[config.mk]
export PLATFORM = sky130hd
export DESIGN_NAME = can_tx_message_queue
export DESIGN_NICKNAME = d
export VERILOG_FILES = /design/src/sv/cantxq_pkg.sv /design/src/sv/cantxq_ctrl.sv /design/src/sv/cantxq_dp.sv /design/src/sv/can_tx_message_queue.sv
export SDC_FILE = /design/constraint.sdc
export NUM_CORES = 2
export LEC_CHECK = 0
export BUFFER_PORTS_ARGS = -buffer_cell sky130_fd_sc_hd__buf_2
export CORE_ASPECT_RATIO = 1.25
export CORE_UTILIZATION = 49
export DETAILED_ROUTE_END_ITERATION = 6
export PLACE_DENSITY = 0.65
export SYNTH_ARGS = -nofsm -noshare
export SYNTH_HDL_FRONTEND = slang
export SYNTH_SLANG_ARGS = --single-unit
[constraint.sdc]
create_clock -name aclk -period 10.6 [get_ports aclk]
set_clock_uncertainty 0.05 [all_clocks]
set_input_delay 2.12 -clock aclk [delete_from_list [all_inputs] [get_ports aclk]]
set_output_delay 2.12 -clock aclk [all_outputs]
set_load 0.01 [all_outputs]
[src/sv/cantxq_pkg.sv]
// Shared types and constants for the CAN transmit message queue.
// No dependencies; used by every module of the block.
`timescale 1ns / 1ps
`default_nettype none

package cantxq_pkg;

    localparam int QUEUE_DEPTH_DEF = 16;

    localparam int ID_W   = 29;
    localparam int LEN_W  = 4;
    localparam int DATA_W = 64;

    localparam logic [LEN_W-1:0] MAX_LEN = 4'd8;

    // request codes
    localparam logic REQ_ENQUEUE = 1'b0;
    localparam logic REQ_TX_DONE = 1'b1;

    typedef enum logic [1:0] {
        ST_OK     = 2'd0,
        ST_FULL   = 2'd1,
        ST_BADLEN = 2'd2
    } status_t;

    typedef enum logic [1:0] {
        CS_IDLE,
        CS_EXEC,
        CS_LOAD
    } ctrl_state_t;

    // one stored frame
    typedef struct packed {
        logic [ID_W-1:0]   id;
        logic [LEN_W-1:0]  len;
        logic [DATA_W-1:0] data;
    } entry_t;

    // controller -> datapath
    typedef struct packed {
        logic capture;
        logic exec;
        logic load;
    } dp_cmd_t;

    // datapath -> controller
    typedef struct packed {
        logic out_free;
    } dp_stat_t;

endpackage

`default_nettype wire

[src/sv/cantxq_ctrl.sv]
// Sequencer for the CAN transmit queue: capture, execute, load result.
// Depends on cantxq_pkg.
`timescale 1ns / 1ps
`default_nettype none

module cantxq_ctrl (
    input  wire                   aclk,
    input  wire                   aresetn,
    input  wire                   s_valid,
    output logic                  s_ready,
    input  cantxq_pkg::dp_stat_t  stat,
    output cantxq_pkg::dp_cmd_t   cmd
);

    cantxq_pkg::ctrl_state_t state_reg, state_next;

    always_ff @(posedge aclk) begin
        if (!aresetn) begin
            state_reg <= cantxq_pkg::CS_IDLE;
        end else begin
            state_reg <= state_next;
        end
    end

    always_comb begin
        state_next  = state_reg;
        s_ready     = 1'b0;
        cmd         = '0;
        case (state_reg)
            cantxq_pkg::CS_IDLE: begin
                s_ready     = 1'b1;
                cmd.capture = s_valid;
                if (s_valid) begin
                    state_next = cantxq_pkg::CS_EXEC;
                end
            end
            cantxq_pkg::CS_EXEC: begin
                cmd.exec   = 1'b1;
                state_next = cantxq_pkg::CS_LOAD;
            end
            cantxq_pkg::CS_LOAD: begin
                // hold until the output register can take the beat
                if (stat.out_free) begin
                    cmd.load   = 1'b1;
                    state_next = cantxq_pkg::CS_IDLE;
                end
            end
            default: begin
                state_next = cantxq_pkg::CS_IDLE;
            end
        endcase
    end

endmodule

`default_nettype wire

[src/sv/cantxq_dp.sv]
// Datapath of the CAN transmit queue: frame memory, ring pointers,
// identifier packing and the output register. Depends on cantxq_pkg.
`timescale 1ns / 1ps
`default_nettype none

module cantxq_dp #(
    parameter int QUEUE_DEPTH = cantxq_pkg::QUEUE_DEPTH_DEF
) (
    input  wire                                  aclk,
    input  wire                                  aresetn,
    input  cantxq_pkg::dp_cmd_t                  cmd,
    output cantxq_pkg::dp_stat_t                 stat,
    input  wire                                  cfg_we,
    input  wire                                  cfg_data,
    input  wire                                  s_req_type,
    input  wire [cantxq_pkg::ID_W-1:0]           s_frame_id,
    input  wire [cantxq_pkg::LEN_W-1:0]          s_frame_length,
    input  wire [cantxq_pkg::DATA_W-1:0]         s_frame_data,
    output logic                                 m_valid,
    input  wire                                  m_ready,
    output logic [1:0]                           m_status,
    output logic                                 m_launch,
    output logic [7:0]                           m_id_byte1,
    output logic [7:0]                           m_id_byte2,
    output logic [7:0]                           m_id_byte3,
    output logic [7:0]                           m_id_byte4,
    output logic [cantxq_pkg::LEN_W-1:0]         m_tx_length,
    output logic [cantxq_pkg::DATA_W-1:0]        m_tx_data,
    output logic                                 m_busy_res
);

    localparam int PTR_W = $clog2(QUEUE_DEPTH);
    localparam logic [PTR_W-1:0] LAST_IDX = PTR_W'(QUEUE_DEPTH - 1);

    // configuration
    logic ext_mode_reg;

    // captured request
    logic                          req_reg;
    cantxq_pkg::entry_t            in_reg;

    // queue state
    logic [PTR_W-1:0] head_reg, head_next;
    logic [PTR_W-1:0] tail_reg, tail_next;
    logic             wrap_reg, wrap_next;
    logic             sending_reg, sending_next;

    // per-item decision, held for the load step
    cantxq_pkg::status_t status_reg, status_next;
    logic                launch_reg, launch_next;
    logic                bypass_reg, bypass_next;
    logic                wr_en;

    cantxq_pkg::entry_t queue_mem_reg [QUEUE_DEPTH];
    cantxq_pkg::entry_t rd_entry_reg;

    // output register
    logic                            m_valid_reg;
    cantxq_pkg::status_t             m_status_reg;
    logic                            m_launch_reg;
    logic [7:0]                      m_b1_reg, m_b2_reg, m_b3_reg, m_b4_reg;
    logic [cantxq_pkg::LEN_W-1:0]    m_len_reg;
    logic [cantxq_pkg::DATA_W-1:0]   m_data_reg;
    logic                            m_busy_reg;

    cantxq_pkg::entry_t              head_ent;
    logic [7:0]                      b1, b2, b3, b4;
    logic [cantxq_pkg::DATA_W-1:0]   masked_data;

    function automatic logic [PTR_W-1:0] next_idx(input logic [PTR_W-1:0] p);
        next_idx = (p == LAST_IDX) ? '0 : p + 1'b1;
    endfunction

    always_ff @(posedge aclk) begin
        if (!aresetn) begin
            ext_mode_reg <= 1'b0;
        end else if (cfg_we) begin
            ext_mode_reg <= cfg_data;
        end
    end

    always_ff @(posedge aclk) begin
        if (cmd.capture) begin
            req_reg     <= s_req_type;
            in_reg.id   <= s_frame_id;
            in_reg.len  <= s_frame_length;
            in_reg.data <= s_frame_data;
        end
    end

    // ring update for one request
    always_comb begin
        logic full, empty, do_launch;
        full         = (head_reg == tail_reg) && wrap_reg;
        empty        = (head_reg == tail_reg) && !wrap_reg;
        do_launch    = 1'b0;
        wr_en        = 1'b0;
        status_next  = cantxq_pkg::ST_OK;
        head_next    = head_reg;
        tail_next    = tail_reg;
        wrap_next    = wrap_reg;
        sending_next = sending_reg;
        if (req_reg == cantxq_pkg::REQ_ENQUEUE) begin
            if (full) begin
                status_next = cantxq_pkg::ST_FULL;
            end else if (in_reg.len > cantxq_pkg::MAX_LEN) begin
                status_next = cantxq_pkg::ST_BADLEN;
            end else begin
                wr_en     = 1'b1;
                tail_next = next_idx(tail_reg);
                if (tail_next == '0) begin
                    wrap_next = 1'b1;
                end
                do_launch = !sending_reg;
            end
        end else begin
            if (empty) begin
                sending_next = 1'b0;
            end else begin
                do_launch = 1'b1;
            end
        end
        if (do_launch) begin
            head_next    = next_idx(head_reg);
            sending_next = 1'b1;
            if (head_next == '0) begin
                wrap_next = 1'b0;
            end
        end
        launch_next = do_launch;
        // frame written this step is also the head: take it from the input
        bypass_next = do_launch && wr_en && (head_reg == tail_reg);
    end

    always_ff @(posedge aclk) begin
        if (!aresetn) begin
            head_reg    <= '0;
            tail_reg    <= '0;
            wrap_reg    <= 1'b0;
            sending_reg <= 1'b0;
        end else if (cmd.exec) begin
            head_reg    <= head_next;
            tail_reg    <= tail_next;
            wrap_reg    <= wrap_next;
            sending_reg <= sending_next;
        end
    end

    always_ff @(posedge aclk) begin
        if (cmd.exec) begin
            status_reg <= status_next;
            launch_reg <= launch_next;
            bypass_reg <= bypass_next;
        end
    end

    always_ff @(posedge aclk) begin
        if (cmd.exec && wr_en) begin
            queue_mem_reg[tail_reg] <= in_reg;
        end
        if (cmd.exec) begin
            rd_entry_reg <= queue_mem_reg[head_reg];
        end
    end

    // identifier packing and data masking for the launched frame
    always_comb begin
        head_ent = bypass_reg ? in_reg : rd_entry_reg;
        if (ext_mode_reg) begin
            b1 = head_ent.id[28:21];
            b2 = head_ent.id[20:13];
            b3 = head_ent.id[12:5];
            b4 = {head_ent.id[4:0], 3'b000};
        end else begin
            b1 = head_ent.id[10:3];
            b2 = {head_ent.id[2:0], 5'b00000};
            b3 = 8'h00;
            b4 = 8'h00;
        end
        for (int i = 0; i < 8; i++) begin
            masked_data[8*i +: 8] = (cantxq_pkg::LEN_W'(i) < head_ent.len) ?
                                    head_ent.data[8*i +: 8] : 8'h00;
        end
    end

    always_ff @(posedge aclk) begin
        if (!aresetn) begin
            m_valid_reg <= 1'b0;
        end else if (cmd.load) begin
            m_valid_reg <= 1'b1;
        end else if (m_ready) begin
            m_valid_reg <= 1'b0;
        end
    end

    always_ff @(posedge aclk) begin
        if (cmd.load) begin
            m_status_reg <= status_reg;
            m_launch_reg <= launch_reg;
            m_b1_reg     <= launch_reg ? b1 : 8'h00;
            m_b2_reg     <= launch_reg ? b2 : 8'h00;
            m_b3_reg     <= launch_reg ? b3 : 8'h00;
            m_b4_reg     <= launch_reg ? b4 : 8'h00;
            m_len_reg    <= launch_reg ? head_ent.len : '0;
            m_data_reg   <= launch_reg ? masked_data : '0;
            m_busy_reg   <= sending_reg;
        end
    end

    assign stat.out_free = !m_valid_reg || m_ready;

    assign m_valid     = m_valid_reg;
    assign m_status    = m_status_reg;
    assign m_launch    = m_launch_reg;
    assign m_id_byte1  = m_b1_reg;
    assign m_id_byte2  = m_b2_reg;
    assign m_id_byte3  = m_b3_reg;
    assign m_id_byte4  = m_b4_reg;
    assign m_tx_length = m_len_reg;
    assign m_tx_data   = m_data_reg;
    assign m_busy_res  = m_busy_reg;

endmodule

`default_nettype wire

[src/sv/can_tx_message_queue.sv]
// CAN transmit message queue, top level.
// Uses cantxq_pkg, cantxq_ctrl and cantxq_dp.
//
// Channels: s_* carries one request beat (enqueue a frame or a
// transmit-complete event); m_* returns exactly one result beat per
// request. cfg_* writes the identifier mode bit (0 = 11-bit, 1 = 29-bit)
// and is always ready; write it only while no request is in flight.
// One request is handled at a time: the sequencer runs capture,
// execute (ring update, memory write and head read) and load, and
// the load step puts the result in the output register.
// The next request is accepted while the last result still waits.
// A stalled receiver holds the result in the output register; the
// sequencer then waits in its load step and takes no new request.
// Reset (aresetn low, synchronous) empties the queue, clears the busy
// flag, selects 11-bit identifiers and drops any pending result.
// Frame memory contents are not cleared; only entries between head and
// tail are ever read.
`timescale 1ns / 1ps
`default_nettype none

module can_tx_message_queue #(
    parameter int QUEUE_DEPTH = cantxq_pkg::QUEUE_DEPTH_DEF
) (
    input  wire                                  aclk,
    input  wire                                  aresetn,
    input  wire                                  cfg_valid,
    output logic                                 cfg_ready,
    input  wire                                  cfg_data,
    input  wire                                  s_valid,
    output logic                                 s_ready,
    input  wire                                  s_req_type,
    input  wire [cantxq_pkg::ID_W-1:0]           s_frame_id,
    input  wire [cantxq_pkg::LEN_W-1:0]          s_frame_length,
    input  wire [cantxq_pkg::DATA_W-1:0]         s_frame_data,
    output logic                                 m_valid,
    input  wire                                  m_ready,
    output logic [1:0]                           m_status,
    output logic                                 m_launch,
    output logic [7:0]                           m_id_byte1,
    output logic [7:0]                           m_id_byte2,
    output logic [7:0]                           m_id_byte3,
    output logic [7:0]                           m_id_byte4,
    output logic [cantxq_pkg::LEN_W-1:0]         m_tx_length,
    output logic [cantxq_pkg::DATA_W-1:0]        m_tx_data,
    output logic                                 m_busy_res
);

    cantxq_pkg::dp_cmd_t  cmd;
    cantxq_pkg::dp_stat_t stat;

    assign cfg_ready = 1'b1;

    cantxq_ctrl u_ctrl (
        .aclk    (aclk),
        .aresetn (aresetn),
        .s_valid (s_valid),
        .s_ready (s_ready),
        .stat    (stat),
        .cmd     (cmd)
    );

    cantxq_dp #(
        .QUEUE_DEPTH (QUEUE_DEPTH)
    ) u_dp (
        .aclk           (aclk),
        .aresetn        (aresetn),
        .cmd            (cmd),
        .stat           (stat),
        .cfg_we         (cfg_valid && cfg_ready),
        .cfg_data       (cfg_data),
        .s_req_type     (s_req_type),
        .s_frame_id     (s_frame_id),
        .s_frame_length (s_frame_length),
        .s_frame_data   (s_frame_data),
        .m_valid        (m_valid),
        .m_ready        (m_ready),
        .m_status       (m_status),
        .m_launch       (m_launch),
        .m_id_byte1     (m_id_byte1),
        .m_id_byte2     (m_id_byte2),
        .m_id_byte3     (m_id_byte3),
        .m_id_byte4     (m_id_byte4),
        .m_tx_length    (m_tx_length),
        .m_tx_data      (m_tx_data),
        .m_busy_res     (m_busy_res)
    );

endmodule

`default_nettype wire

==> flow_metrics.env <==
export IMPL_cp_end_kind="flip-flop"
export IMPL_max_clock_freq_ghz=0.202
export IMPL_htreeDepth=4
export IMPL_cts_tree="built"
export IMPL_grt_busiest_layer="met2"
export IMPL_worst_pin_slew_ps=1210
export IMPL_slew_viol_final=0
export IMPL_cts_setup_buffers=0
export IMPL_overflow=0
export IMPL_ff2ff_path_depth=6
export IMPL_worstSetupPathType="flip-flop to flip-flop"
export IMPL_antenna_found_initial=5
export IMPL_post_drt_wl_per_cell_um=28.4
export IMPL_dieWidth_um=342
export IMPL_final_cell_mix="edfxtp_1, mux4_2, buf_2, mux2i_1, clkbuf_16"
export IMPL_hpwlAfterDp_um=81600
export IMPL_ctsHoldBuffers=0
export IMPL_relSlewSlack_pct=19.0
export IMPL_status="finished clean"
export IMPL_ant_nets=0
export IMPL_coreArea_um2=143000
export IMPL_synth_compound_area_share_pct=2.02
export IMPL_cts_repair_resized=0
export IMPL_synth_mux_area_share_pct=15.2
export IMPL_clockRootBuffer="clkbuf_16"
export IMPL_clockBufferDepth=3
export IMPL_yosysSeqAreaShare_pct=79.1
export IMPL_synth_xor_area_share_pct=0.0620
export IMPL_yosys_area_top_type="edfxtp_1"
export IMPL_cts_buffers=176
export IMPL_grt_start_max_net_pins=158
export IMPL_grt_pass1_vias=33300
export IMPL_grt_use_total_pct=21.5
export IMPL_synth_top_family_by_area="multiplexers"
export IMPL_synth_area_leaders="edfxtp_1, mux4_2, mux2i_1"
export IMPL_met1_usage_pct=30.1
export IMPL_cts_sinks=1866
export IMPL_viasPerCell=5.89
export IMPL_num_rows=155
export IMPL_whs_path_depth=0
export IMPL_worstHoldStart="u_dp.status_reg[0]$_SDFFCE_PP0P_"
export IMPL_drc=0
export IMPL_hold_viol_final=0
export IMPL_p_leak_nw=24.4
export IMPL_cts_clk_slew_worst_paths_ps=60
export IMPL_start_kind="flip-flop"
export IMPL_period_needed_ps=4950
export IMPL_gr_usage_met2_pct=35.2
export IMPL_cap_violations=0
export IMPL_drt_iter0_drc=2775
export IMPL_dieArea_um2=146000
export IMPL_synthSimpleGateAreaFrac_pct=2.15
export IMPL_synth_fa_ha_area_share_pct=0.106
export IMPL_ios=211
export IMPL_cp_required_ps=10940
export IMPL_syn_area_um2=70700
export IMPL_synth_top_area_share_pct=78.7
export IMPL_min_period_over_period_pct=46.7
export IMPL_clk_latency_ps=810
export IMPL_synth_cell_types=48
export IMPL_syn_area_per_cell_um2=22.4
export IMPL_grt_pass1_wl_um=225000
export IMPL_rrSetupSlack_ps=5650
export IMPL_die_y_um=427
export IMPL_arrival_ps=5290
export IMPL_power_w=0.0147
export IMPL_setup_slack_ps=5650
export IMPL_fin_tns_setup_ps=0
export IMPL_start_util_pct=49.4
export IMPL_area_growth_syn_to_layout_pct=12.0
export IMPL_power_density_nw_per_um2=186
export IMPL_nets=3532
export IMPL_port_buffers=206
export IMPL_drive_gt1_share_pct=25.6
export IMPL_vias=32100
export IMPL_rsz0062_at_grt="false"
export IMPL_largest_register_ffs=1552
export IMPL_place_gp_congestion=0.721
export IMPL_reg2reg_from="u_dp.in_reg[65]$_DFFE_PP_"
export IMPL_n_fill_cell=10500
export IMPL_irDropWorstVdd_mv=0.165
export IMPL_r2r_end="u_dp.queue_mem_reg[12][0]$_DFFE_PP_"
export IMPL_hold_path_class="flip-flop to flip-flop"
export IMPL_pre_cts_ws_ps=5670
export IMPL_cp_max_fo=45
export IMPL_firstDrtPassIters=5
export IMPL_synth_cells=3151
export IMPL_routed_wl_um=155000
export IMPL_final_common_cell="edfxtp_1"
export IMPL_yosys_register_bits=1866
export IMPL_setup_violations_final=0
export IMPL_holdPathEnd="u_dp.m_status[0]$_DFFE_PP_"
export IMPL_gr_usage_met3_pct=3.30
export IMPL_ys_warn_count=0
## how the worst max path moves through the flow
stage / from / cells past startpoint / endpoint / slack (ps)
after CTS: u_dp.in_reg[65]$_DFFE_PP_ / 6 / u_dp.queue_mem_reg[12][86]$_DFFE_PP_ / 5640
final: u_dp.in_reg[65]$_DFFE_PP_ / 6 / u_dp.queue_mem_reg[12][0]$_DFFE_PP_ / 5650
after global routing: u_dp.in_reg[65]$_DFFE_PP_ / 6 / u_dp.queue_mem_reg[12][0]$_DFFE_PP_ / 5430
after detailed placement: u_dp.in_reg[65]$_DFFE_PP_ / 6 / u_dp.queue_mem_reg[12][6]$_DFFE_PP_ / 5670
after global placement: u_dp.in_reg[65]$_DFFE_PP_ / 6 / u_dp.queue_mem_reg[12][91]$_DFFE_PP_ / 5750
after floorplan: m_ready / 2 / u_dp.m_busy_res$_DFFE_PP_ / 3260
## synthesized netlist by cell type (all sizes together)
master / number
inv: 5
xor2: 5
buf: 98
dfxtp: 14
a31o: 1
a21boi: 2
conb: 2
and2b: 1
and2: 11
o311a: 1
nand2b: 16
a21o: 1
nand3b: 3
mux4: 388
and3: 26
o31ai: 1
or3b: 1
mux2: 2
clkbuf: 70
o32ai: 1
nor2: 90
o2bb2ai: 1
o21ai: 2
nor4: 2
o2111ai: 1
nand3: 3
edfxtp: 1852
nor3: 5
nor3b: 1
a211oi: 101
o21bai: 1
o311ai: 1
a311o: 1
nor2b: 102
a31oi: 1
nand2: 25
a21oi: 106
a211o: 1
mux2i: 199
ha: 6
o21a: 1
## through the flow
stage,util (%),hold slack [ps],area (µm²),instances
after floorplan,-,350,70700,3153
after CTS,55.4,374,79100,5450
after global placement,51.6,360,73700,5128
final,55.4,390,79100,5451
after global routing,55.4,390,79100,5451
after detailed placement,51.6,357,73700,5128
## metal layers
metal  vias up  part of all wire (%)
met5         -                0.0071
met4         2                   2.2
met3       218                   5.6
met2      1039                    50
met1     17200                    42
li1      13700                     -
## report_power, final
part           switching, W  leakage [nW]  internal, W
logic              0.000233          4.94     0.000183
registers          0.000130          16.9      0.00821
clock network       0.00267          2.62      0.00333
## area by class of cell
type | instances | area (µm²) | share of cell area, %
repair buffers | 259 | 1490 | 1.88
multi-input cells | 1114 | 13900 | 17.6
diodes | 1 | 2.50 | 0.00316
flip-flops and latches | 1866 | 55900 | 70.6
clock inverters | 96 | 772 | 0.975
well taps | 1884 | 2360 | 2.98
clock buffers | 226 | 4660 | 5.88
inverters | 5 | 23.8 | 0.0300
## critical path, stage by stage (launching register included)
cell      delay [ps]
edfxtp_1         660
o31ai_1          630
nand2_1          150
a21oi_1          890
and3_4           570
buf_4            610
buf_4            740
## kinds of logic after synthesis
kind of cell,after synthesis
XOR/XNOR,5
AND/OR/NAND/NOR,286
adder cells (fa/ha/maj),6
flip-flops,1866
other,2
AO/OA/AOI/OAI,224
multiplexers,589
buffers and inverters,173
Power figures use the tool's default switching activity.
